===== src/sv/mrv_pkg.sv =====
package mrv_pkg;

  // payload widths
  localparam int AXIS_W = 13;
  localparam int ABS_W  = AXIS_W + 1;
  localparam int MEAN_W = 23;
  localparam int DEV_W  = 40;
  localparam int CNT_W  = 9;

  // fixed point and batch limits
  localparam int FRAC_W    = 16;
  localparam int MAX_PAIRS = 256;
  localparam int MAG_DIV   = 204;
  localparam int NUM_AXES  = 3;

  // shared shift-subtract unit
  localparam int SQ_W       = 2 * ABS_W;
  localparam int WORK_W     = 32;
  localparam int OP_W       = WORK_W + 2;
  localparam int ROOT_STEPS = SQ_W / 2 + FRAC_W;
  localparam int DIV_STEPS  = WORK_W;
  localparam int STEP_W     = 5;

  // shared multiplier
  localparam int MUL_A_W = WORK_W;
  localparam int MUL_B_W = MEAN_W;
  localparam int PROD_W  = MUL_A_W + MUL_B_W;

  // divide by 204 as root/4 times a rounded-up reciprocal of 51,
  // exact for every root/4 below 2^28
  localparam int MAG_SHIFT   = 2;
  localparam int MAG_ODD     = MAG_DIV >> MAG_SHIFT;
  localparam int RECIP_SHIFT = 34;
  localparam int RECIP_STEPS = 3;
  localparam int RECIP_W     = RECIP_SHIFT + MEAN_W + 1;
  localparam longint unsigned RECIP_MUL =
    ((64'd1 << RECIP_SHIFT) + MAG_ODD - 1) / MAG_ODD;
  localparam logic [MUL_B_W-1:0] RECIP_LO = MUL_B_W'(RECIP_MUL);
  localparam logic [MUL_B_W-1:0] RECIP_HI = MUL_B_W'(RECIP_MUL >> MUL_B_W);

  typedef enum logic [3:0] {
    S_IDLE,
    S_SQ,
    S_ROOT,
    S_DIVM,
    S_MUL_NO,
    S_DIVN_LD,
    S_DIVN,
    S_DIFF,
    S_MUL1,
    S_MUL2,
    S_MUL3,
    S_ACC,
    S_UPD,
    S_EMIT
  } mrv_state_t;

endpackage


===== src/sv/mrv_if.sv =====
interface mrv_in_if;
  logic                              valid;
  logic                              ready;
  logic signed [mrv_pkg::AXIS_W-1:0] first_x;
  logic signed [mrv_pkg::AXIS_W-1:0] first_y;
  logic signed [mrv_pkg::AXIS_W-1:0] first_z;
  logic signed [mrv_pkg::AXIS_W-1:0] second_x;
  logic signed [mrv_pkg::AXIS_W-1:0] second_y;
  logic signed [mrv_pkg::AXIS_W-1:0] second_z;
  logic                              batch_start;
  logic                              batch_end;

  modport source (
    output valid, first_x, first_y, first_z, second_x, second_y, second_z,
           batch_start, batch_end,
    input  ready
  );
  modport sink (
    input  valid, first_x, first_y, first_z, second_x, second_y, second_z,
           batch_start, batch_end,
    output ready
  );
endinterface

interface mrv_out_if;
  logic                        valid;
  logic                        ready;
  logic [mrv_pkg::DEV_W-1:0]   deviation_sum;
  logic [mrv_pkg::MEAN_W-1:0]  mean_magnitude;
  logic [mrv_pkg::CNT_W-1:0]   pairs_seen;
  logic                        overflowed;

  modport source (
    output valid, deviation_sum, mean_magnitude, pairs_seen, overflowed,
    input  ready
  );
  modport sink (
    input  valid, deviation_sum, mean_magnitude, pairs_seen, overflowed,
    output ready
  );
endinterface


===== src/sv/accel_magnitude_running_variance.sv =====
// Running mean and Welford deviation sum of accelerometer magnitude.
// in_item: one item holds two three-axis samples plus batch_start and
// batch_end flags; accepted when valid and ready are both high. ready is
// high only while the sequencer is idle.
// out_item: one result (deviation sum, mean, pair count, overflow flag)
// per item that has batch_end set, held in an output register until taken.
// Sequence: after acceptance an item passes through the axis squares,
// the square-root steps, the divide by 204 as a reciprocal multiply, the
// restoring divide for the mean update, and the multiplies and the state
// update.
// All long steps run through one shared compare-subtract unit and one
// 32x23 multiplier, so a new item is taken only once the sequencer is
// idle again, after any result has been loaded into the output register.
// A stalled receiver blocks the sequencer only when a new result is ready
// while the previous one is still waiting in the output register.
// Reset (synchronous, active low) clears count, mean, deviation sum and
// the overflow flag and empties the output register; batch_start clears
// the same state before its item is used.
module accel_magnitude_running_variance (
  input  logic      clk,
  input  logic      rst_n,
  mrv_in_if.sink    in_item,
  mrv_out_if.source out_item
);

  mrv_pkg::mrv_state_t state_r, state_nxt;

  logic [mrv_pkg::STEP_W-1:0] cnt_r, cnt_nxt;
  logic [mrv_pkg::ABS_W-1:0]  ax_r, ax_nxt, ay_r, ay_nxt, az_r, az_nxt;
  logic                       end_r, end_nxt;
  logic [mrv_pkg::WORK_W-1:0] acc_r, acc_nxt, quo_r, quo_nxt, src_r, src_nxt;
  logic [mrv_pkg::PROD_W-1:0] prod_r, prod_nxt, t_r, t_nxt;
  logic [mrv_pkg::MEAN_W-1:0] m_r, m_nxt, nw_r, nw_nxt;
  logic [mrv_pkg::MEAN_W-1:0] d1_r, d1_nxt, d2_r, d2_nxt;
  logic [mrv_pkg::MEAN_W-1:0] mean_r, mean_nxt;
  logic [mrv_pkg::DEV_W-1:0]  dev_r, dev_nxt;
  logic [mrv_pkg::CNT_W-1:0]  count_r, count_nxt;
  logic                       sat_r, sat_nxt;

  logic                       out_valid_r, out_valid_nxt;
  logic [mrv_pkg::DEV_W-1:0]  out_dev_r, out_dev_nxt;
  logic [mrv_pkg::MEAN_W-1:0] out_mean_r, out_mean_nxt;
  logic [mrv_pkg::CNT_W-1:0]  out_pairs_r, out_pairs_nxt;
  logic                       out_ovf_r, out_ovf_nxt;

  // shared unit signals
  logic [mrv_pkg::OP_W-1:0]   op_a, op_b;
  logic [mrv_pkg::OP_W:0]     diff;
  logic                       ge;
  logic [mrv_pkg::WORK_W-1:0] rem_new, quo_step;
  logic [mrv_pkg::CNT_W-1:0]  divisor;
  logic [mrv_pkg::MEAN_W-1:0] quo_clamp;

  // multiplier operands
  logic [mrv_pkg::MUL_A_W-1:0] mul_a;
  logic [mrv_pkg::MUL_B_W-1:0] mul_b;

  // update arithmetic
  logic [mrv_pkg::DEV_W:0]     dev_sum;
  logic [mrv_pkg::RECIP_W-1:0] recip_sum;

  function automatic logic [mrv_pkg::ABS_W-1:0] abs_sum(
    input logic signed [mrv_pkg::AXIS_W-1:0] a,
    input logic signed [mrv_pkg::AXIS_W-1:0] b
  );
    logic signed [mrv_pkg::ABS_W-1:0] s;
    s = mrv_pkg::ABS_W'(a) + mrv_pkg::ABS_W'(b);
    abs_sum = s[mrv_pkg::ABS_W-1] ? mrv_pkg::ABS_W'(-s) : mrv_pkg::ABS_W'(s);
  endfunction

  // shared compare-subtract: root step or restoring divide step
  always_comb begin
    divisor = count_r + 1'b1;
    if (state_r == mrv_pkg::S_ROOT) begin
      op_a = {acc_r, src_r[mrv_pkg::SQ_W-1 -: 2]};
      op_b = {quo_r, 2'b01};
    end else begin
      op_a = {1'b0, acc_r, src_r[mrv_pkg::WORK_W-1]};
      op_b = {{(mrv_pkg::OP_W - mrv_pkg::CNT_W){1'b0}}, divisor};
    end
    diff      = {1'b0, op_a} - {1'b0, op_b};
    ge        = ~diff[mrv_pkg::OP_W];
    rem_new   = ge ? diff[mrv_pkg::WORK_W-1:0] : op_a[mrv_pkg::WORK_W-1:0];
    quo_step  = {quo_r[mrv_pkg::WORK_W-2:0], ge};
    quo_clamp = (|quo_step[mrv_pkg::WORK_W-1:mrv_pkg::MEAN_W]) ? '1
                                                               : quo_step[mrv_pkg::MEAN_W-1:0];
  end

  // shared multiplier operand select
  always_comb begin
    mul_a = '0;
    mul_b = '0;
    unique case (state_r)
      mrv_pkg::S_SQ: begin
        unique case (cnt_r[1:0])
          2'd0: begin
            mul_a = mrv_pkg::MUL_A_W'(ax_r);
            mul_b = mrv_pkg::MUL_B_W'(ax_r);
          end
          2'd1: begin
            mul_a = mrv_pkg::MUL_A_W'(ay_r);
            mul_b = mrv_pkg::MUL_B_W'(ay_r);
          end
          2'd2: begin
            mul_a = mrv_pkg::MUL_A_W'(az_r);
            mul_b = mrv_pkg::MUL_B_W'(az_r);
          end
          default: begin
            mul_a = '0;
            mul_b = '0;
          end
        endcase
      end
      // root/4 times the low, then the high part of the reciprocal
      mrv_pkg::S_DIVM: begin
        mul_a = src_r >> mrv_pkg::MAG_SHIFT;
        mul_b = (cnt_r == '0) ? mrv_pkg::RECIP_LO : mrv_pkg::RECIP_HI;
      end
      mrv_pkg::S_MUL_NO: begin
        mul_a = mrv_pkg::MUL_A_W'(count_r);
        mul_b = mean_r;
      end
      mrv_pkg::S_MUL1: begin
        mul_a = mrv_pkg::MUL_A_W'(d1_r);
        mul_b = d1_r;
      end
      mrv_pkg::S_MUL2: begin
        mul_a = mrv_pkg::MUL_A_W'(count_r);
        mul_b = d2_r;
      end
      mrv_pkg::S_MUL3: begin
        mul_a = prod_r[mrv_pkg::MUL_A_W-1:0];
        mul_b = d2_r;
      end
      default: begin
        mul_a = '0;
        mul_b = '0;
      end
    endcase
    prod_nxt = mrv_pkg::PROD_W'(mul_a) * mrv_pkg::PROD_W'(mul_b);
  end

  // sequencer: next state and datapath registers
  always_comb begin
    state_nxt     = state_r;
    cnt_nxt       = cnt_r;
    ax_nxt        = ax_r;
    ay_nxt        = ay_r;
    az_nxt        = az_r;
    end_nxt       = end_r;
    acc_nxt       = acc_r;
    quo_nxt       = quo_r;
    src_nxt       = src_r;
    t_nxt         = t_r;
    m_nxt         = m_r;
    nw_nxt        = nw_r;
    d1_nxt        = d1_r;
    d2_nxt        = d2_r;
    mean_nxt      = mean_r;
    dev_nxt       = dev_r;
    count_nxt     = count_r;
    sat_nxt       = sat_r;
    out_valid_nxt = out_valid_r && !out_item.ready;
    out_dev_nxt   = out_dev_r;
    out_mean_nxt  = out_mean_r;
    out_pairs_nxt = out_pairs_r;
    out_ovf_nxt   = out_ovf_r;
    dev_sum       = {1'b0, dev_r}
                    + (mrv_pkg::DEV_W + 1)'(t_r[mrv_pkg::PROD_W-1:mrv_pkg::FRAC_W]);
    recip_sum     = mrv_pkg::RECIP_W'(t_r)
                    + (mrv_pkg::RECIP_W'(prod_r) << mrv_pkg::MUL_B_W);

    unique case (state_r)
      // take an item, clear the batch state on batch_start
      mrv_pkg::S_IDLE: begin
        if (in_item.valid) begin
          ax_nxt  = abs_sum(in_item.first_x, in_item.second_x);
          ay_nxt  = abs_sum(in_item.first_y, in_item.second_y);
          az_nxt  = abs_sum(in_item.first_z, in_item.second_z);
          end_nxt = in_item.batch_end;
          src_nxt = '0;
          cnt_nxt = '0;
          if (in_item.batch_start) begin
            count_nxt = '0;
            mean_nxt  = '0;
            dev_nxt   = '0;
            sat_nxt   = 1'b0;
          end
          state_nxt = mrv_pkg::S_SQ;
        end
      end
      // sum of axis squares, one product behind the multiplier
      mrv_pkg::S_SQ: begin
        if (cnt_r != '0) begin
          src_nxt = src_r + prod_r[mrv_pkg::WORK_W-1:0];
        end
        if (cnt_r == mrv_pkg::STEP_W'(mrv_pkg::NUM_AXES)) begin
          cnt_nxt   = '0;
          acc_nxt   = '0;
          quo_nxt   = '0;
          state_nxt = mrv_pkg::S_ROOT;
        end else begin
          cnt_nxt = cnt_r + 1'b1;
        end
      end
      // one root bit per cycle, two radicand bits shifted in
      mrv_pkg::S_ROOT: begin
        acc_nxt = rem_new;
        quo_nxt = quo_step;
        src_nxt = src_r << 2;
        if (cnt_r == mrv_pkg::STEP_W'(mrv_pkg::ROOT_STEPS - 1)) begin
          src_nxt   = quo_step;
          acc_nxt   = '0;
          quo_nxt   = '0;
          cnt_nxt   = '0;
          state_nxt = mrv_pkg::S_DIVM;
        end else begin
          cnt_nxt = cnt_r + 1'b1;
        end
      end
      // magnitude = root / 204: low product kept, high product added shifted
      mrv_pkg::S_DIVM: begin
        if (cnt_r == mrv_pkg::STEP_W'(mrv_pkg::RECIP_STEPS - 1)) begin
          m_nxt     = recip_sum[mrv_pkg::RECIP_W-1] ? '1
                      : recip_sum[mrv_pkg::RECIP_W-2:mrv_pkg::RECIP_SHIFT];
          state_nxt = mrv_pkg::S_MUL_NO;
        end else begin
          if (cnt_r != '0) begin
            t_nxt = prod_r;
          end
          cnt_nxt = cnt_r + 1'b1;
        end
      end
      mrv_pkg::S_MUL_NO: begin
        state_nxt = mrv_pkg::S_DIVN_LD;
      end
      // dividend n*old + m
      mrv_pkg::S_DIVN_LD: begin
        src_nxt   = prod_r[mrv_pkg::WORK_W-1:0] + mrv_pkg::WORK_W'(m_r);
        acc_nxt   = '0;
        quo_nxt   = '0;
        cnt_nxt   = '0;
        state_nxt = mrv_pkg::S_DIVN;
      end
      // new mean = (n*old + m) / (n+1)
      mrv_pkg::S_DIVN: begin
        acc_nxt = rem_new;
        quo_nxt = quo_step;
        src_nxt = src_r << 1;
        if (cnt_r == mrv_pkg::STEP_W'(mrv_pkg::DIV_STEPS - 1)) begin
          nw_nxt    = quo_clamp;
          state_nxt = mrv_pkg::S_DIFF;
        end else begin
          cnt_nxt = cnt_r + 1'b1;
        end
      end
      mrv_pkg::S_DIFF: begin
        d1_nxt    = (m_r >= nw_r) ? m_r - nw_r : nw_r - m_r;
        d2_nxt    = (nw_r >= mean_r) ? nw_r - mean_r : mean_r - nw_r;
        state_nxt = mrv_pkg::S_MUL1;
      end
      mrv_pkg::S_MUL1: begin
        state_nxt = mrv_pkg::S_MUL2;
      end
      mrv_pkg::S_MUL2: begin
        t_nxt     = prod_r;
        state_nxt = mrv_pkg::S_MUL3;
      end
      mrv_pkg::S_MUL3: begin
        state_nxt = mrv_pkg::S_ACC;
      end
      mrv_pkg::S_ACC: begin
        t_nxt     = t_r + prod_r;
        state_nxt = mrv_pkg::S_UPD;
      end
      // commit mean, saturating deviation sum and count
      mrv_pkg::S_UPD: begin
        mean_nxt = nw_r;
        if (dev_sum[mrv_pkg::DEV_W]) begin
          dev_nxt = '1;
          sat_nxt = 1'b1;
        end else begin
          dev_nxt = dev_sum[mrv_pkg::DEV_W-1:0];
        end
        if (count_r >= mrv_pkg::CNT_W'(mrv_pkg::MAX_PAIRS)) begin
          sat_nxt = 1'b1;
        end else begin
          count_nxt = count_r + 1'b1;
        end
        state_nxt = end_r ? mrv_pkg::S_EMIT : mrv_pkg::S_IDLE;
      end
      // load the output register once it is free
      mrv_pkg::S_EMIT: begin
        if (!out_valid_r || out_item.ready) begin
          out_valid_nxt = 1'b1;
          out_dev_nxt   = dev_r;
          out_mean_nxt  = mean_r;
          out_pairs_nxt = count_r;
          out_ovf_nxt   = sat_r;
          state_nxt     = mrv_pkg::S_IDLE;
        end
      end
      default: begin
        state_nxt = mrv_pkg::S_IDLE;
      end
    endcase
  end

  // state register
  always_ff @(posedge clk) begin
    if (!rst_n) begin
      state_r <= mrv_pkg::S_IDLE;
    end else begin
      state_r <= state_nxt;
    end
  end

  // control and batch state
  always_ff @(posedge clk) begin
    if (!rst_n) begin
      count_r     <= '0;
      mean_r      <= '0;
      dev_r       <= '0;
      sat_r       <= 1'b0;
      out_valid_r <= 1'b0;
      cnt_r       <= '0;
    end else begin
      count_r     <= count_nxt;
      mean_r      <= mean_nxt;
      dev_r       <= dev_nxt;
      sat_r       <= sat_nxt;
      out_valid_r <= out_valid_nxt;
      cnt_r       <= cnt_nxt;
    end
  end

  // datapath registers
  always_ff @(posedge clk) begin
    ax_r        <= ax_nxt;
    ay_r        <= ay_nxt;
    az_r        <= az_nxt;
    end_r       <= end_nxt;
    acc_r       <= acc_nxt;
    quo_r       <= quo_nxt;
    src_r       <= src_nxt;
    prod_r      <= prod_nxt;
    t_r         <= t_nxt;
    m_r         <= m_nxt;
    nw_r        <= nw_nxt;
    d1_r        <= d1_nxt;
    d2_r        <= d2_nxt;
    out_dev_r   <= out_dev_nxt;
    out_mean_r  <= out_mean_nxt;
    out_pairs_r <= out_pairs_nxt;
    out_ovf_r   <= out_ovf_nxt;
  end

  // ports
  assign in_item.ready           = (state_r == mrv_pkg::S_IDLE);
  assign out_item.valid          = out_valid_r;
  assign out_item.deviation_sum  = out_dev_r;
  assign out_item.mean_magnitude = out_mean_r;
  assign out_item.pairs_seen     = out_pairs_r;
  assign out_item.overflowed     = out_ovf_r;

endmodule

===== src/flat_wrapper.sv =====
// flat-port wrapper written by rule: the top's interface ports become plain ports
module accel_magnitude_running_variance_flat 
  (clk, rst_n, in_item_valid, in_item_first_x, in_item_first_y, in_item_first_z, in_item_second_x, in_item_second_y, in_item_second_z, in_item_batch_start, in_item_batch_end, in_item_ready, out_item_valid, out_item_deviation_sum, out_item_mean_magnitude, out_item_pairs_seen, out_item_overflowed, out_item_ready);
  mrv_in_if in_item_i ();
  mrv_out_if out_item_i ();
  input  logic clk;
  input  logic rst_n;
  input wire logic [$bits(in_item_i.valid)-1:0] in_item_valid;
  input wire logic [$bits(in_item_i.first_x)-1:0] in_item_first_x;
  input wire logic [$bits(in_item_i.first_y)-1:0] in_item_first_y;
  input wire logic [$bits(in_item_i.first_z)-1:0] in_item_first_z;
  input wire logic [$bits(in_item_i.second_x)-1:0] in_item_second_x;
  input wire logic [$bits(in_item_i.second_y)-1:0] in_item_second_y;
  input wire logic [$bits(in_item_i.second_z)-1:0] in_item_second_z;
  input wire logic [$bits(in_item_i.batch_start)-1:0] in_item_batch_start;
  input wire logic [$bits(in_item_i.batch_end)-1:0] in_item_batch_end;
  output wire logic [$bits(in_item_i.ready)-1:0] in_item_ready;
  output wire logic [$bits(out_item_i.valid)-1:0] out_item_valid;
  output wire logic [$bits(out_item_i.deviation_sum)-1:0] out_item_deviation_sum;
  output wire logic [$bits(out_item_i.mean_magnitude)-1:0] out_item_mean_magnitude;
  output wire logic [$bits(out_item_i.pairs_seen)-1:0] out_item_pairs_seen;
  output wire logic [$bits(out_item_i.overflowed)-1:0] out_item_overflowed;
  input wire logic [$bits(out_item_i.ready)-1:0] out_item_ready;
  assign in_item_i.valid = in_item_valid;
  assign in_item_i.first_x = in_item_first_x;
  assign in_item_i.first_y = in_item_first_y;
  assign in_item_i.first_z = in_item_first_z;
  assign in_item_i.second_x = in_item_second_x;
  assign in_item_i.second_y = in_item_second_y;
  assign in_item_i.second_z = in_item_second_z;
  assign in_item_i.batch_start = in_item_batch_start;
  assign in_item_i.batch_end = in_item_batch_end;
  assign in_item_ready = in_item_i.ready;
  assign out_item_valid = out_item_i.valid;
  assign out_item_deviation_sum = out_item_i.deviation_sum;
  assign out_item_mean_magnitude = out_item_i.mean_magnitude;
  assign out_item_pairs_seen = out_item_i.pairs_seen;
  assign out_item_overflowed = out_item_i.overflowed;
  assign out_item_i.ready = out_item_ready;
  accel_magnitude_running_variance u_core (.clk(clk), .rst_n(rst_n), .in_item(in_item_i), .out_item(out_item_i));
endmodule

===== config.mk =====
export PLATFORM = sky130hd
export DESIGN_NAME = accel_magnitude_running_variance_flat
export DESIGN_NICKNAME = d
export VERILOG_FILES = /design/src/sv/mrv_pkg.sv /design/src/sv/mrv_if.sv /design/src/sv/accel_magnitude_running_variance.sv /design/src/flat_wrapper.sv
export SDC_FILE = /design/constraint.sdc
export NUM_CORES = 2
export LEC_CHECK = 0
export ABC_AREA = 1
export BUFFER_PORTS_ARGS = -buffer_cell sky130_fd_sc_hd__buf_4
export CAP_MARGIN = 20
export CORE_MARGIN = 5
export CORE_UTILIZATION = 55
export DETAILED_ROUTE_END_ITERATION = 10
export GPL_ROUTABILITY_DRIVEN = 0
export PLACE_DENSITY = 0.67
export SLEW_MARGIN = 20
export SYNTH_ARGS = -nofsm -noshare
export SYNTH_HDL_FRONTEND = slang
export SYNTH_SLANG_ARGS = --single-unit

===== constraint.sdc =====
create_clock -name clk -period 18.45 [get_ports clk]
set_input_delay 2.7675 -clock clk [delete_from_list [all_inputs] [get_ports clk]]
set_output_delay 2.7675 -clock clk [all_outputs]
set_load 0.05 [all_outputs]

==> metrics.yaml <==
routing:
  route.final.wire_length_um: 235000
  routed-via-count: 62570
  detail_route.drc_violations: 0
  post_detailed_route_count_of_antenna_violating_nets: 0
  drt-wirelength-per-cell_um: 21.9
  drt-pass1-iter-count: 8
  detail_route.iter0.violations: 7395
  detail_route.vias_per_cell: 5.84
clocking:
  clkLatencyLatePin_ps: 730
  path_clk_slew_ps: 60
  postCtsResizedCells: 0
  buffer_levels_on_the_longest_clock_path: 3
  cts.sinks: 497
  htree_levels: 2
  cts_made_buffers: 61
  clock_tree.root_cell: "sky130_fd_sc_hd__clkbuf_16"
  cts_setup_buffers: 0
  cts_tree: "done"
  ctsHoldBuffers: 0
critical_path:
  critPathLaunchType: "flip-flop"
  worst-setup-path-type: "flip-flop to flip-flop"
  timing.reg2reg.setup_slack_ps: 9330
  critical-path-slowest-cell: "sky130_fd_sc_hd__inv_2"
  worst_path_most_repeated_cell: "sky130_fd_sc_hd__fa_1"
  cp-end-kind: "flip-flop"
  worstPathRequired_ps: 19010
  critical_path.max_fanout: 29
  worst_path_largest_cell_delay_ps: 620
  cp.arrival_ps: 9680
logic_synthesis:
  yosysWarnings: 0
  synth_area_leader_cell: "sky130_fd_sc_hd__fa_1"
  yosysSeqAreaShare: 0.207
  synth-seq-cells: 497
  synthCells: 9076
  synthesis.nets: 10306
  post_synth_most_frequent_cells: "2524 x sky130_fd_sc_hd__nand2_1, 1656 x sky130_fd_sc_hd__inv_1, 894 x sky130_fd_sc_hd__nor2_1, 638 x sky130_fd_sc_hd__fa_1, 547 x sky130_fd_sc_hd__a21oi_1"
  synth.distinct_cells: 61
  postSynthAreaPerCell_um2: 7.21
  synth.cell_area_um2: 65400
  post_synth_top_area_share: 0.195
  dominant_cell_by_count_in_the_synthesized_netlist: "sky130_fd_sc_hd__nand2_1"
  edff_count_synth: 359
  yosys-top-cells-area: "sky130_fd_sc_hd__fa_1 20%, sky130_fd_sc_hd__edfxtp_1 16%, sky130_fd_sc_hd__nand2_1 14%, sky130_fd_sc_hd__ha_1 9.7%, sky130_fd_sc_hd__inv_1 9.5%"
  synth-async-reset-ratio: 0
  flip_flop_cell_with_the_highest_count_after_synthesis: "sky130_fd_sc_hd__edfxtp_1"
sta:
  tightest_slew_ps: 1110
  fin_setup_tns_ps: 0
  setup_slack_ps: 9330
  final_min_period_over_clock_period: 0.494
  achievable-frequency_mhz: 110
  number_of_hold_violations_in_the_final_report: 0
  slew_headroom: 0.258
  setup-violations-final: 0
  finalWorstPathRequiredPeriod_ps: 9120
  clock-skew-final_ps: 82.4
  rsz0062_at_grt: "no"
  max_slew_vio_count: 0
  hold_slack_ps: 454
outcome:
  result_of_the_run: "finished clean"
layout:
  fraction_of_final_layout_cells_with_drive_strength_greater_than_1: 0.0518
  final_util: 0.593
  area.growth.synth_to_final_pct: 7.03
  finalNetCount: 10356
global_route:
  global_route_wire_length_before_repair_um: 354000
  grt_start_max_net_pins: 65
  track_usage: 0.365
  vias_in_the_first_global_route: 60563
  gr-total-overflow: 0
  grt_antenna_before_repair: 4
placed_design:
  dpl_worst_slack_ps: 9660
  dp_hpwl_um: 190000
  portBuffers: 158
floorplan:
  die_height_um: 355
  core_area_um2: 118000
  die_w_um: 355
  initial_core_util: 0.554
  boundaryPins: 159
  dieArea_um2: 126000
  rows: 126
worst_hold_path:
  hold_path.class: "flip-flop to flip-flop"
pwr:
  power.leakage_nw: 34.1
  power_density_nw_per_um2: 94.8
  peakVddDrop_uv: 154
flow_run:
  max_cap_violations: 0
flip-flops by register name, indices dropped and copies added (netlist names), 23 cells and up:
register and count:
u_core.d1_r 23, u_core.m_r 23, u_core.dev_r 40, u_core.acc_r 32, u_core.quo_r 32, u_core.nw_r 23, u_core.mean_r 23, u_core.out_item.mean_magnitude 23
u_core.out_item.deviation_sum 40, u_core.t_r 55, u_core.d2_r 23, u_core.src_r 32, u_core.prod_r 55
critical path: cells and delay by family (launching register included):
family	cells	cell delay (ps)
xor gates and xnor gates	1	230
AOI/OAI and AO/OA	2	800
adders and majority gates	8	4000
DFF	1	420
and+or+nand+nor	9	2030
buffers and inverters	9	1420
power by group:
part | total (mW) | internal [mW] | switching [mW]
Sequential | 1.68 | 1.48 | 0.203
Clock | 1.22 | 0.671 | 0.549
Combinational | 3.73 | 1.04 | 2.69
Total | 6.63 | 3.19 | 3.44
metal layers:
layer / GRT usage / share of wire / up-vias
met2: 0.557 / 0.43 / 3619
met4: 0.226 / 0.077 / 2
met3: 0.0795 / 0.12 / 892
met1: 0.475 / 0.38 / 29539
li1: - / - / 28518
met5: 0 / 0.000047 / -
cell type report:
cell class	instances	area (um2)
sequential	497	13500
timing repair buffer	222	1680
tap	1536	1920
fill	11082	48100
antenna	9	22.5
multi-input combinational	6633	44400
clock buffer	72	1600
inverter	1711	6420
clock inverter	43	424
kinds of logic after synthesis:
| family | count (synthesis) | synth area share |
|---|---|---|
| compound gates | 1232 | 0.105 |
| xor+xnor | 232 | 0.0311 |
| flops | 497 | 0.207 |
| mux | 1 | 0.000153 |
| simple gates | 4022 | 0.248 |
| buf+inv | 1946 | 0.116 |
| fa+ha+maj | 1146 | 0.292 |
metrics by stage:
stage | cells | total power, mW | cell area [um2]
2_1_floorplan | 9076 | 4.06 | 65400
3_3_place_gp | 10597 | 5.25 | 67900
3_5_place_dp | 10598 | 5.29 | 67900
4_1_cts | 10713 | 6.52 | 70000
5_1_grt | 10714 | 7.00 | 70000
6_report | 10723 | 6.63 | 70000
path summary, 6_finish.rpt:
path	to	cells past startpoint	from
max	u_core.prod_r[32]	29	u_core.state_r[3]
min	u_core.out_item.mean_magnitude[22]	0	u_core.mean_r[22]
max reg2reg	u_core.prod_r[32]	29	u_core.state_r[3]
min reg2reg	u_core.out_item.mean_magnitude[22]	0	u_core.mean_r[22]
placed cells by master (no fill, tap or decap), drive strengths merged, types with 35 or more instances in the layout:
cell | netlist | final
nand2 | 2530 | 2530
inv | 1707 | 1712
nor2 | 917 | 917
fa | 638 | 638
a21oi | 555 | 555
ha | 508 | 508
o21ai | 426 | 426
nand3 | 366 | 366
edfxtp | 359 | 359
buf | 142 | 222
xor2 | 146 | 146
dfxtp | 138 | 138
xnor2 | 86 | 86
clkbuf | 93 | 72
nand4 | 64 | 64
nor3 | 62 | 62
o21bai | 45 | 45
o22ai | 35 | 35
Note: power is estimated with default switching activity, not from simulation.
